[config.mk]
export PLATFORM = sky130hd
export DESIGN_NAME = pid_duty_controller_core
export DESIGN_NICKNAME = d
export VERILOG_FILES = /design/src/design/pdc_pkg.sv /design/src/design/pid_duty_controller_core.sv /design/src/design/pdc_serial_mul.sv
export VERILOG_INCLUDE_DIRS = /design/src /design/src/design
export SDC_FILE = /design/constraint.sdc
export NUM_CORES = 1
export LEC_CHECK = 0
export BUFFER_PORTS_ARGS = -buffer_cell sky130_fd_sc_hd__buf_2
export CAP_MARGIN = 0
export CORE_MARGIN = 1.5
export CORE_UTILIZATION = 64
export CTS_CLUSTER_SIZE = 20
export DETAILED_ROUTE_END_ITERATION = 10
export PLACE_DENSITY = 0.87
export SYNTH_ARGS = -nofsm -noshare
export SYNTH_HDL_FRONTEND = slang
export SYNTH_HIERARCHICAL = 1
export SYNTH_SLANG_ARGS = --single-unit
[constraint.sdc]
create_clock -name clk -period 8 [get_ports clk]
set_clock_uncertainty 0.15 [all_clocks]
set_input_delay 0.8 -clock clk [delete_from_list [all_inputs] [get_ports clk]]
set_output_delay 0.8 -clock clk [all_outputs]
set_load 0.01 [all_outputs]
[src/design/pid_duty_controller_core_macros.svh]
// assertion macros for the pid duty controller
// used by pid_duty_controller_core; expects clk and rst_n in scope
`ifndef PID_DUTY_CONTROLLER_CORE_MACROS_SVH
`define PID_DUTY_CONTROLLER_CORE_MACROS_SVH

// same-cycle implication, off during reset
`define PDC_ASSERT_NOW(lbl, ante, cons, msg) \
  lbl: assert property (@(posedge clk) disable iff (!rst_n) (ante) |-> (cons)) \
    else $error(msg);

// next-cycle implication, off during reset
`define PDC_ASSERT_NEXT(lbl, ante, cons, msg) \
  lbl: assert property (@(posedge clk) disable iff (!rst_n) (ante) |=> (cons)) \
    else $error(msg);

`endif

[src/design/pdc_pkg.sv]
// shared types, widths and helpers of the pid duty controller
// used by pdc_serial_mul and pid_duty_controller_core; no dependencies
package pdc_pkg;

  localparam int DATA_W    = 16;
  localparam int GAIN_W    = 24;
  localparam int SCALE_W   = 16;
  localparam int GAIN_FRAC = 8;
  localparam int ACC_SHIFT = (DATA_W - 2) + GAIN_FRAC;
  localparam int ACC_W     = 40;
  localparam int PROD_W    = ACC_W + SCALE_W;
  localparam int QUO_W     = PROD_W - ACC_SHIFT;
  localparam int SUM_W     = QUO_W + 1;
  localparam int CNT_W     = 4;
  localparam int CFG_IDX_W = 3;
  localparam int CFG_DAT_W = 24;

  localparam logic signed [DATA_W:0] TERM_POS = 17'sd16384;
  localparam logic signed [DATA_W:0] TERM_NEG = -17'sd16384;

  // register indexes of the configuration port
  localparam logic [CFG_IDX_W-1:0] REG_PROP_GAIN  = 3'd0;
  localparam logic [CFG_IDX_W-1:0] REG_INTEG_GAIN = 3'd1;
  localparam logic [CFG_IDX_W-1:0] REG_DERIV_GAIN = 3'd2;
  localparam logic [CFG_IDX_W-1:0] REG_SPEED_MODE = 3'd3;
  localparam logic [CFG_IDX_W-1:0] REG_OUT_SCALE  = 3'd4;
  localparam logic [CFG_IDX_W-1:0] REG_MAX_DUTY   = 3'd5;
  localparam logic [CFG_IDX_W-1:0] REG_MIN_DUTY   = 3'd6;

  // term selector codes
  localparam logic [1:0] SEL_PROP  = 2'd0;
  localparam logic [1:0] SEL_INTEG = 2'd1;
  localparam logic [1:0] SEL_DERIV = 2'd2;

  typedef enum logic [2:0] {
    S_IDLE,
    S_TERM_GO,
    S_TERM_RUN,
    S_SCALE_GO,
    S_SCALE_RUN,
    S_ADD,
    S_FINISH
  } state_t;

  typedef struct packed {
    logic start;
    logic signed_b;
  } mul_ctrl_t;

  typedef struct packed {
    logic                     done;
    logic signed [PROD_W-1:0] product;
  } mul_stat_t;

  function automatic logic signed [DATA_W-1:0] clamp_unit(input logic signed [DATA_W:0] x);
    logic signed [DATA_W:0] r;
    if (x > TERM_POS) begin
      r = TERM_POS;
    end else if (x < TERM_NEG) begin
      r = TERM_NEG;
    end else begin
      r = x;
    end
    return r[DATA_W-1:0];
  endfunction

endpackage

[src/design/pid_duty_controller_core.sv]
// pid duty controller top level: term update, control sequencer, limits
// depends on pdc_pkg, pdc_serial_mul and pid_duty_controller_core_macros.svh
//
//   channel   direction  word
//   in_       input      in_reference, in_sensor (signed q2.14)
//   out_      output     out_duty (signed integer)
//   cfg_      input      cfg_index, cfg_data (register write)
//
// a word is accepted only in the idle state, so an item is not taken until the
// previous one has left the final step; the serial multiplier runs four passes
// per item (three gain terms, then output scale).
// reset is synchronous and returns the gains, limits and state to defaults.
// a result waits in the output register while out_ready is low; the next
// word is taken meanwhile and is held in the final step until the slot frees.
module pid_duty_controller_core (
  input  logic                                 clk,
  input  logic                                 rst_n,
  input  logic                                 in_valid,
  output logic                                 in_ready,
  input  logic signed [pdc_pkg::DATA_W-1:0]    in_reference,
  input  logic signed [pdc_pkg::DATA_W-1:0]    in_sensor,
  output logic                                 out_valid,
  input  logic                                 out_ready,
  output logic signed [pdc_pkg::DATA_W-1:0]    out_duty,
  input  logic                                 cfg_valid,
  output logic                                 cfg_ready,
  input  logic [pdc_pkg::CFG_IDX_W-1:0]        cfg_index,
  input  logic [pdc_pkg::CFG_DAT_W-1:0]        cfg_data
);
  import pdc_pkg::*;
  `include "pid_duty_controller_core_macros.svh"

  // configuration
  logic signed [GAIN_W-1:0]  prop_gain_r;
  logic signed [GAIN_W-1:0]  integ_gain_r;
  logic signed [GAIN_W-1:0]  deriv_gain_r;
  logic                      speed_mode_r;
  logic [SCALE_W-1:0]        out_scale_r;
  logic signed [DATA_W-1:0]  max_duty_r;
  logic signed [DATA_W-1:0]  min_duty_r;

  // controller state
  logic signed [DATA_W-1:0]  prev_error_r;
  logic signed [DATA_W-1:0]  error_sum_r;
  logic signed [DATA_W-1:0]  last_duty_r;

  state_t                    state_r, state_nxt;
  logic [1:0]                term_sel_r;
  logic signed [DATA_W-1:0]  err_r, itg_r, dlt_r;
  logic                      ref_zero_r;
  logic signed [ACC_W-1:0]   acc_r;
  logic signed [QUO_W-1:0]   quo_r;
  logic signed [SUM_W-1:0]   tmp_r;
  logic                      out_valid_r;
  logic signed [DATA_W-1:0]  out_duty_r;

  logic                      in_acc;
  logic                      fin_ok;
  mul_ctrl_t                 mul_ctrl;
  mul_stat_t                 mul_stat;
  logic signed [ACC_W-1:0]   mcand_c;
  logic [DATA_W-1:0]         mplier_c;
  logic signed [GAIN_W-1:0]  gain_sel_c;
  logic signed [DATA_W-1:0]  term_sel_c;

  logic signed [DATA_W:0]    diff_c, dlt_raw_c, itg_raw_c;
  logic signed [DATA_W-1:0]  err_c, dlt_c, itg_c;
  logic signed [QUO_W-1:0]   quo_c;
  logic signed [SUM_W-1:0]   base_c, quo_ext_c;
  logic signed [SUM_W-1:0]   max_ext_c, min_ext_c;
  logic signed [DATA_W-1:0]  duty_c;

  pdc_serial_mul u_mul (
    .clk    (clk),
    .rst_n  (rst_n),
    .ctrl   (mul_ctrl),
    .mcand  (mcand_c),
    .mplier (mplier_c),
    .stat   (mul_stat)
  );

  // next state
  always_comb begin
    state_nxt = state_r;
    unique case (state_r)
      S_IDLE:      if (in_valid) state_nxt = S_TERM_GO;
      S_TERM_GO:   state_nxt = S_TERM_RUN;
      S_TERM_RUN: begin
        if (mul_stat.done) begin
          state_nxt = (term_sel_r == SEL_DERIV) ? S_SCALE_GO : S_TERM_GO;
        end
      end
      S_SCALE_GO:  state_nxt = S_SCALE_RUN;
      S_SCALE_RUN: if (mul_stat.done) state_nxt = S_ADD;
      S_ADD:       state_nxt = S_FINISH;
      S_FINISH:    if (!out_valid_r || out_ready) state_nxt = S_IDLE;
      default:     state_nxt = S_IDLE;
    endcase
  end

  // fsm outputs
  always_comb begin
    in_ready          = (state_r == S_IDLE);
    mul_ctrl.start    = (state_r == S_TERM_GO) || (state_r == S_SCALE_GO);
    mul_ctrl.signed_b = (state_r == S_TERM_GO);
    fin_ok            = (state_r == S_FINISH) && (!out_valid_r || out_ready);
  end

  assign in_acc    = in_valid && in_ready;
  assign cfg_ready = 1'b1;
  assign out_valid = out_valid_r;
  assign out_duty  = out_duty_r;

  // error terms, each clamped to +-1.0
  always_comb begin
    diff_c    = {in_reference[DATA_W-1], in_reference} - {in_sensor[DATA_W-1], in_sensor};
    err_c     = clamp_unit(diff_c);
    dlt_raw_c = {err_c[DATA_W-1], err_c} - {prev_error_r[DATA_W-1], prev_error_r};
    itg_raw_c = {error_sum_r[DATA_W-1], error_sum_r} + {err_c[DATA_W-1], err_c};
    dlt_c     = clamp_unit(dlt_raw_c);
    itg_c     = clamp_unit(itg_raw_c);
  end

  // operand selection for the shared multiplier
  always_comb begin
    case (term_sel_r)
      SEL_PROP: begin
        gain_sel_c = prop_gain_r;
        term_sel_c = err_r;
      end
      SEL_INTEG: begin
        gain_sel_c = integ_gain_r;
        term_sel_c = itg_r;
      end
      SEL_DERIV: begin
        gain_sel_c = deriv_gain_r;
        term_sel_c = dlt_r;
      end
      default: begin
        gain_sel_c = '0;
        term_sel_c = '0;
      end
    endcase
    if (state_r == S_SCALE_GO) begin
      mcand_c  = acc_r;
      // position mode runs the same path with a scale of one
      mplier_c = speed_mode_r ? out_scale_r : DATA_W'(1);
    end else begin
      mcand_c  = {{(ACC_W-GAIN_W){gain_sel_c[GAIN_W-1]}}, gain_sel_c};
      mplier_c = term_sel_c;
    end
  end

  // truncation toward zero, base add, duty limits and zero duty for a zero reference
  always_comb begin
    quo_c     = mul_stat.product[PROD_W-1:ACC_SHIFT]
              + QUO_W'(mul_stat.product[PROD_W-1] && (|mul_stat.product[ACC_SHIFT-1:0]));
    base_c    = speed_mode_r ? {{(SUM_W-DATA_W){last_duty_r[DATA_W-1]}}, last_duty_r} : '0;
    quo_ext_c = {quo_r[QUO_W-1], quo_r};
    max_ext_c = {{(SUM_W-DATA_W){max_duty_r[DATA_W-1]}}, max_duty_r};
    min_ext_c = {{(SUM_W-DATA_W){min_duty_r[DATA_W-1]}}, min_duty_r};
    priority if (ref_zero_r) begin
      duty_c = '0;
    end else if (tmp_r >= max_ext_c) begin
      duty_c = max_duty_r;
    end else if (tmp_r <= min_ext_c) begin
      duty_c = min_duty_r;
    end else begin
      duty_c = tmp_r[DATA_W-1:0];
    end
  end

  always_ff @(posedge clk) begin
    if (!rst_n) begin
      prop_gain_r  <= '0;
      integ_gain_r <= '0;
      deriv_gain_r <= '0;
      speed_mode_r <= 1'b1;
      out_scale_r  <= SCALE_W'(1);
      max_duty_r   <= 16'sh7fff;
      min_duty_r   <= 16'sh8000;
    end else if (cfg_valid && cfg_ready) begin
      case (cfg_index)
        REG_PROP_GAIN:  prop_gain_r  <= cfg_data[GAIN_W-1:0];
        REG_INTEG_GAIN: integ_gain_r <= cfg_data[GAIN_W-1:0];
        REG_DERIV_GAIN: deriv_gain_r <= cfg_data[GAIN_W-1:0];
        REG_SPEED_MODE: speed_mode_r <= cfg_data[0];
        REG_OUT_SCALE:  out_scale_r  <= cfg_data[SCALE_W-1:0];
        REG_MAX_DUTY:   max_duty_r   <= cfg_data[DATA_W-1:0];
        REG_MIN_DUTY:   min_duty_r   <= cfg_data[DATA_W-1:0];
        default: ;
      endcase
    end
  end

  always_ff @(posedge clk) begin
    if (!rst_n) begin
      state_r      <= S_IDLE;
      term_sel_r   <= SEL_PROP;
      prev_error_r <= '0;
      error_sum_r  <= '0;
      last_duty_r  <= '0;
      out_valid_r  <= 1'b0;
    end else begin
      state_r <= state_nxt;
      if (in_acc) begin
        err_r        <= err_c;
        dlt_r        <= dlt_c;
        itg_r        <= itg_c;
        prev_error_r <= err_c;
        error_sum_r  <= itg_c;
        ref_zero_r   <= (in_reference == '0);
        acc_r        <= '0;
        term_sel_r   <= SEL_PROP;
      end
      if ((state_r == S_TERM_RUN) && mul_stat.done) begin
        acc_r <= acc_r + mul_stat.product[ACC_W-1:0];
        if (term_sel_r != SEL_DERIV) begin
          term_sel_r <= term_sel_r + 2'd1;
        end
      end
      if ((state_r == S_SCALE_RUN) && mul_stat.done) begin
        quo_r <= quo_c;
      end
      if (state_r == S_ADD) begin
        tmp_r <= base_c + quo_ext_c;
      end
      if (fin_ok) begin
        out_duty_r  <= duty_c;
        last_duty_r <= duty_c;
        out_valid_r <= 1'b1;
      end else if (out_ready) begin
        out_valid_r <= 1'b0;
      end
    end
  end

  `PDC_ASSERT_NOW(a_mul_done_in_run, mul_stat.done,
    (state_r == S_TERM_RUN) || (state_r == S_SCALE_RUN), "multiplier finished outside a run step")
  `PDC_ASSERT_NEXT(a_accept_starts_prop, in_acc,
    (state_r == S_TERM_GO) && (term_sel_r == SEL_PROP), "accepted word did not start the gain terms")
  `PDC_ASSERT_NOW(a_scale_after_deriv, state_r == S_SCALE_GO,
    term_sel_r == SEL_DERIV, "output scaling began before all three terms")
  `PDC_ASSERT_NOW(a_result_taken, $fell(out_valid_r) && $past(rst_n),
    $past(out_ready), "result word dropped without a handshake")

endmodule

[src/design/pdc_serial_mul.sv]
// shift-add multiplier: one multiplier bit per cycle, lsb first
// depends on pdc_pkg; serves the gain terms and the output scaling
module pdc_serial_mul (
  input  logic                             clk,
  input  logic                             rst_n,
  input  pdc_pkg::mul_ctrl_t               ctrl,
  input  logic signed [pdc_pkg::ACC_W-1:0] mcand,
  input  logic [pdc_pkg::DATA_W-1:0]       mplier,
  output pdc_pkg::mul_stat_t               stat
);
  import pdc_pkg::*;

  localparam logic [CNT_W-1:0] CNT_LAST = CNT_W'(DATA_W - 1);

  logic                     busy_r;
  logic                     done_r;
  logic [CNT_W-1:0]         cnt_r;
  logic                     sgn_r;
  logic signed [ACC_W-1:0]  mcand_r;
  logic [DATA_W-1:0]        mplier_r;
  logic signed [ACC_W:0]    hi_r;
  logic [DATA_W-1:0]        lo_r;

  logic                     last_c;
  logic signed [ACC_W:0]    mcand_ext;
  logic signed [ACC_W:0]    addend_c;
  logic signed [ACC_W:0]    sum_c;
  logic signed [ACC_W+DATA_W:0] full_c;

  always_comb begin
    last_c    = (cnt_r == CNT_LAST);
    mcand_ext = {mcand_r[ACC_W-1], mcand_r};
    // msb of a signed multiplier carries negative weight
    if (!mplier_r[0]) begin
      addend_c = '0;
    end else if (last_c && sgn_r) begin
      addend_c = -mcand_ext;
    end else begin
      addend_c = mcand_ext;
    end
    sum_c  = hi_r + addend_c;
    full_c = {hi_r, lo_r};
  end

  always_ff @(posedge clk) begin
    if (!rst_n) begin
      busy_r <= 1'b0;
      done_r <= 1'b0;
      cnt_r  <= '0;
    end else begin
      done_r <= 1'b0;
      if (ctrl.start) begin
        busy_r   <= 1'b1;
        cnt_r    <= '0;
        sgn_r    <= ctrl.signed_b;
        mcand_r  <= mcand;
        mplier_r <= mplier;
        hi_r     <= '0;
        lo_r     <= '0;
      end else if (busy_r) begin
        hi_r     <= sum_c >>> 1;
        lo_r     <= {sum_c[0], lo_r[DATA_W-1:1]};
        mplier_r <= mplier_r >> 1;
        cnt_r    <= cnt_r + 1'b1;
        if (last_c) begin
          busy_r <= 1'b0;
          done_r <= 1'b1;
        end
      end
    end
  end

  assign stat.done    = done_r;
  assign stat.product = full_c[PROD_W-1:0];

endmodule
==> flow_metrics.py, run 1 <==
metrics = {
    "die": {
        "ios": 83,
        "core_sq_um": 45300,
        "dieArea_sq_um": 47100,
        "die_w_um": 217,
        "initial_core_util": 0.647,
        "rows": 78,
        "chipHeight_um": 217,
    },
    "finish": {
        "finish.utilization": 0.703,
        "area_growth_pct": 8.74,
        "finalNetCount": 3487,
        "drive_gt1_frac": 0.0822,
        "final_cells": 3825,
        "final_area_sq_um": 31800,
    },
    "setup_path": {
        "critical_path.max_fanout": 20,
        "crit_type": "in2reg",
        "start_kind": "primary input",
        "crit_family": "compound AO/OA/AOI/OAI gates",
        "cp.arrival_ns": 7.21,
        "slowest_delay_ns": 0.93,
        "cp-end-kind": "flip-flop",
        "crit_buf_inv": 2,
        "crit_required_ns": 8.32,
        "cpMaxStageDelayCell": "o31ai_2",
    },
    "placement": {
        "place_inst": 3730,
        "numPortBuffers": 81,
        "place_ws_ns": 0.604,
        "gp_congestion": 0.937,
        "dp_hpwl_um": 55900,
        "placed_area_sq_um": 30200,
    },
    "clock_tree": {
        "cts_root_buffer": "clkbuf_16",
        "ctsHoldBuffers": 0,
        "clk_path_buf_depth": 3,
        "cts_sinks": 468,
        "cts_buffers": 49,
        "insertion_delay_ns": 0.63,
        "post_cts.repair.setup_buffers": 0,
        "clkTransAtPathRegs_ns": 0.07,
        "h-tree-depth": 2,
        "cts_tree": "built",
        "cts_resized": 0,
    },
    "drt": {
        "via_count": 24600,
        "vias_per_cell": 6.43,
        "firstDrtPassIters": 6,
        "totalWireLength_um": 78100,
        "antenna_left": 0,
        "drc_errors": 0,
        "drt_iter0_markers": 2984,
        "wl_per_cell_um": 20.4,
    },
    "timing": {
        "fmax_mhz": 145,
        "whs_ns": 0.282,
        "timing.final.crit_share": 0.861,
        "slew_viol_final": 0,
        "tightest_slew_ns": 1.22,
        "tns_ns": 0,
        "finalSetupViolCount": 0,
        "setup_slack_ns": 1.11,
        "fin_crit_ns": 6.89,
        "relSlewSlack": 0.187,
        "rsz0062_at_grt": "no",
        "final-hold-violation-count": 0,
    },
    "global_routing": {
        "grt.overflow.total": 0,
        "antenna_found_initial": 3,
        "grt_pass1_vias": 23800,
        "grt_pass1_wl_um": 124000,
        "track_usage": 0.331,
        "grt_max_degree": 74,
    },
    "yosys": {
        "synth.distinct_cells": 98,
        "syn-instance-count": 3148,
        "yosys_warnings": 6,
        "yosysSeqAreaShare": 0.418,
        "syn_area_sq_um": 29300,
        "syn_area_per_cell_sq_um": 9.30,
        "synth.cells.most_frequent": "373 x a21oi_1, 357 x nand2_1, 287 x edfxtp_1, 282 x nor2_1, 236 x ha_1",
        "netlist.area_leader.share": 0.294,
        "synthArstFlopShare": 0,
        "synth_seq_cells": 468,
        "yosysMostFrequentCell": "a21oi_1",
        "synth.net_count": 3454,
        "synth_edf_count": 287,
        "yosysTopAreaCell": "edfxtp_1",
        "synth_area_leaders": "edfxtp_1 29%, dfxtp_1 12%, ha_1 10%",
        "ys.flop_type": "edfxtp_1",
    },
    "power_and_ir_drop": {
        "power_mw": 6.75,
        "static-leakage-power_nw": 12.7,
        "peakVddDrop_v": 0.000187,
        "powerDensity_nw_per_um2": 212,
    },
    "outcome": {
        "status": "complete, no violations",
    },
    "min_path": {
        "hold_path.class": "in2reg",
    },
    "run": {
        "cap_violations": 0,
    },
}
## sequential cells by signal, summed over array words and instances, names as in the netlist, 24 cells and up
name / cells
acc_r: 40
u_mul/hi_r: 40
u_mul/mcand_r: 40
tmp_r: 35
quo_r: 34
deriv_gain_r: 24
integ_gain_r: 24
prop_gain_r: 24
## final timing paths
kind | from | slack, ns | endpoint | depth (start not counted)
worst max register to register | u_mul/mcand_r[0]$_DFFE_PP_ | 2.80 | u_mul/hi_r[38]$_SDFFCE_PP0P_ | 19
worst min register to register | prop_gain_r[15]$_SDFFE_PN0P_ | 0.31 | prop_gain_r[15]$_SDFFE_PN0P_ | 2
worst min-delay path | cfg_data[16] | 0.28 | deriv_gain_r[16]$_SDFFE_PN0P_ | 3
worst max-delay path | in_reference[0] | 1.11 | itg_r[0]$_DFFE_PP_ | 25
## cell type report
cell class,instances,area (sq um)
Clock inverter,30,323
Antenna cell,3,7.51
Multi-Input combinational cell,2436,16200
Tap cell,600,751
Inverter,120,452
Fill cell,3275,13400
Timing Repair Buffer,106,593
Sequential cell,468,12200
Clock buffer,62,1330
## kinds of logic after synthesis
family	Yosys count	synth area share
other	1	0.000128
multiplexers	79	0.0279
buffers and inverters	244	0.0323
flip-flops	468	0.418
adder cells (fa/ha/maj)	242	0.105
XOR/XNOR	201	0.0601
AND/OR/NAND/NOR	1065	0.173
AO/OA/AOI/OAI	848	0.183
## cells in the final DEF, fill, tap and decap left out, types with 8 or more instances in the layout
master	synthesis	layout
a211oi_1	30	30
a21boi_0	10	10
a21o_1	96	96
a21oi_1	373	372
a31oi_1	19	19
a32o_1	11	11
a32oi_1	16	16
and2_1	67	67
and3_1	26	26
buf_2	6	81
buf_4	2	25
clkbuf_1	100	8
clkbuf_16	0	49
clkinv_2	0	15
dfxtp_1	181	180
edfxtp_1	287	287
ha_1	236	236
inv_1	119	118
mux2_2	18	18
mux2i_1	60	59
nand2_1	357	356
nand2b_1	29	29
nand3_1	58	58
nand4_1	43	43
nor2_1	282	280
nor2b_1	59	58
nor3_1	47	46
nor4_1	17	17
o211ai_1	29	29
o21a_1	17	16
o21ai_0	103	103
o21ai_1	13	13
o21bai_1	18	18
o31a_1	8	8
o31ai_1	31	30
or2_2	11	11
or3_1	23	23
xnor2_1	121	121
xor2_1	80	80
## worst min-delay path, delay by kind of cell
kind,cells,cell delay (ns)
buf+inv,1,0.11
simple gates,1,0.05
compound gates,1,0.05
## routing by layer
metal	global-route usage	wire, um	up-vias
met3	0.0493	6770	212
met5	0	13	-
li1	-	-	11500
met2	0.552	36800	1234
met4	0.135	2900	2
met1	0.432	31600	11600
## report_power, final
group / internal, mW / leakage, nW / switching (mW) / total (mW)
sequential: 2.75 / 4.13 / 0.123 / 2.87
clock: 1.34 / 0.813 / 0.990 / 2.33
combinational: 0.590 / 7.74 / 0.954 / 1.54
Power figures use the tool's default switching activity.
==> run 2: changes to the inputs <==
--- a/config.mk
+++ b/config.mk
@@ -12,7 +12,7 @@
 export CORE_UTILIZATION = 64
 export CTS_CLUSTER_SIZE = 20
 export DETAILED_ROUTE_END_ITERATION = 10
-export PLACE_DENSITY = 0.87
+export PLACE_DENSITY_LB_ADDON = 0.2
 export SYNTH_ARGS = -nofsm -noshare
 export SYNTH_HDL_FRONTEND = slang
 export SYNTH_HIERARCHICAL = 1
==> flow_metrics.py, run 2 (synthesis gave the netlist of run 1 again) <==
metrics = {
    "placement": {
        "placed_area_sq_um": 30200,
        "dp_hpwl_um": 56100,
        "numPortBuffers": 81,
        "gp_congestion": 0.956,
    },
    "setup_path": {
        "crit_cells": 26,
        "r2r_cells": 19,
        "critical_path.max_fanout": 20,
        "start_kind": "primary input",
        "cp.arrival_ns": 7.17,
        "crit_family": "compound AO/OA/AOI/OAI gates",
        "crit_type": "in2reg",
        "cp-end-kind": "flip-flop",
        "crit_path_end": "itg_r[8]$_DFFE_PP_",
        "slowest_delay_ns": 0.96,
        "cp_common_cell": "a21oi_1",
        "r2r_slack_ns": 2.96,
        "crit-reg2reg-launch": "u_mul/mcand_r[0]$_DFFE_PP_",
        "r2r_end": "u_mul/hi_r[38]$_SDFFCE_PP0P_",
        "crit_required_ns": 8.30,
        "crit_buf_inv": 2,
        "crit_start": "in_reference[0]",
        "cpMaxStageDelayCell": "o31ai_2",
    },
    "finish": {
        "area_growth_pct": 8.65,
        "largestRegisters": "acc_r (40), u_mul/hi_r (40), u_mul/mcand_r (40)",
        "final_common_cell": "a21oi_1",
        "finalNetCount": 3491,
        "final_area_sq_um": 31800,
        "filler_cell_count": 3475,
        "drive_gt1_frac": 0.0818,
        "final_cell_mix": "372 x a21oi_1, 356 x nand2_1, 287 x edfxtp_1, 280 x nor2_1, 236 x ha_1",
    },
    "clock_tree": {
        "cts_resized": 0,
        "ctsHoldBuffers": 0,
        "clkTransAtPathRegs_ns": 0.06,
        "cts_tree": "built",
        "post_cts.repair.setup_buffers": 0,
        "clk_path_buf_depth": 3,
        "cts_buffers": 51,
        "insertion_delay_ns": 0.60,
        "cts_root_buffer": "clkbuf_16",
        "cts_sinks": 468,
        "h-tree-depth": 2,
    },
    "power_and_ir_drop": {
        "peakVddDrop_v": 0.000176,
        "static-leakage-power_nw": 12.6,
        "powerDensity_nw_per_um2": 211,
    },
    "drt": {
        "vias_per_cell": 6.30,
        "drt_iter0_markers": 2431,
        "wl_per_cell_um": 20.1,
        "antenna_left": 0,
        "drc_errors": 0,
        "via_count": 24100,
        "totalWireLength_um": 77200,
        "firstDrtPassIters": 6,
    },
    "outcome": {
        "status": "complete, no violations",
    },
    "global_routing": {
        "antenna_found_initial": 2,
        "grt_max_degree": 74,
        "grt_pass1_vias": 23100,
        "grt_pass1_wl_um": 121000,
        "track_usage": 0.324,
        "grt.overflow.total": 0,
    },
    "die": {
        "die_w_um": 217,
        "initial_core_util": 0.647,
        "dieArea_sq_um": 47100,
        "core_sq_um": 45300,
        "rows": 78,
        "chipHeight_um": 217,
        "ios": 83,
    },
    "timing": {
        "tns_ns": 0,
        "rsz0062_at_grt": "no",
        "timing.final.crit_share": 0.859,
        "slew_viol_final": 0,
        "fmax_mhz": 145,
        "fin_crit_ns": 6.87,
        "finalSetupViolCount": 0,
        "whs_ns": 0.306,
        "final-hold-violation-count": 0,
        "relSlewSlack": 0.0429,
        "tightest_slew_ns": 1.43,
    },
    "min_path": {
        "hold_path.class": "reg2reg",
    },
    "run": {
        "cap_violations": 0,
    },
}
run 2: cell types whose count changed in the layout (fill, tap and decap cells not counted), sizes merged, moves of 2 or more:
| cell | before | now |
|---|---|---|
| bufinv | 5 | 2 |
| clkinv | 24 | 12 |
| inv | 120 | 122 |
| clkinvlp | 1 | 6 |
| clkbuf | 62 | 74 |
| buf | 106 | 108 |
run 2: final cells by class:
class / instances / area (sq um) / share of cell area
tap: 600 / 751 / 0.0236
timing repair buffer: 108 / 608 / 0.0191
antenna: 4 / 10.0 / 0.000315
sequential: 468 / 12200 / 0.385
inverter: 120 / 452 / 0.0142
multi-input combinational: 2436 / 16200 / 0.508
clock inverter: 22 / 184 / 0.00578
clock buffer: 74 / 1420 / 0.0447
run 2: per-stage QoR:
step / total power, mW / instances / utilization / setup slack [ns]
after floorplan: 4.03 / 3148 / - / 1.71
after global placement: 4.36 / 3732 / 0.667 / 0.752
after detailed placement: 4.42 / 3732 / 0.667 / 0.594
after CTS: 6.69 / 3828 / 0.703 / 1.19
after global routing: 6.97 / 3828 / 0.703 / 0.643
final: 6.70 / 3832 / 0.703 / 1.13
run 2: worst min path at each step:
stage	startpoint	endpoint	slack, ns	cells after the start
after floorplan	prev_error_r[2]$_SDFFE_PN0P_	prev_error_r[2]$_SDFFE_PN0P_	0.28	2
after detailed placement	prop_gain_r[12]$_SDFFE_PN0P_	prop_gain_r[12]$_SDFFE_PN0P_	0.30	2
after global routing	cfg_data[20]	prop_gain_r[20]$_SDFFE_PN0P_	0.32	3
after CTS	cfg_data[18]	deriv_gain_r[18]$_SDFFE_PN0P_	0.29	3
final	integ_gain_r[11]$_SDFFE_PN0P_	integ_gain_r[11]$_SDFFE_PN0P_	0.31	2
after global placement	deriv_gain_r[1]$_SDFFE_PN0P_	deriv_gain_r[1]$_SDFFE_PN0P_	0.29	2
run 2: where the power goes:
group	total (mW)	switching, mW	leakage, nW	internal (mW)
logic	1.54	0.946	7.75	0.590
clock network	2.29	0.986	0.766	1.30
registers	2.88	0.126	4.13	2.75
run 2: worst min-delay path, cell delays in order (launching register included):
cell	delay, ns
dfxtp_1	0.31
nand2_1	0.05
a21oi_1	0.05
run 2: metal layers:
layer  up-vias  routed length (um)  GRT usage  part of all wire
li1      11500                   -          -                 -
met1     11400               32500      0.434              0.42
met2      1067               35700      0.530              0.46
met3       198                5920     0.0433             0.077
met4         0                3010      0.134             0.039
met5         -                   0          0                 0
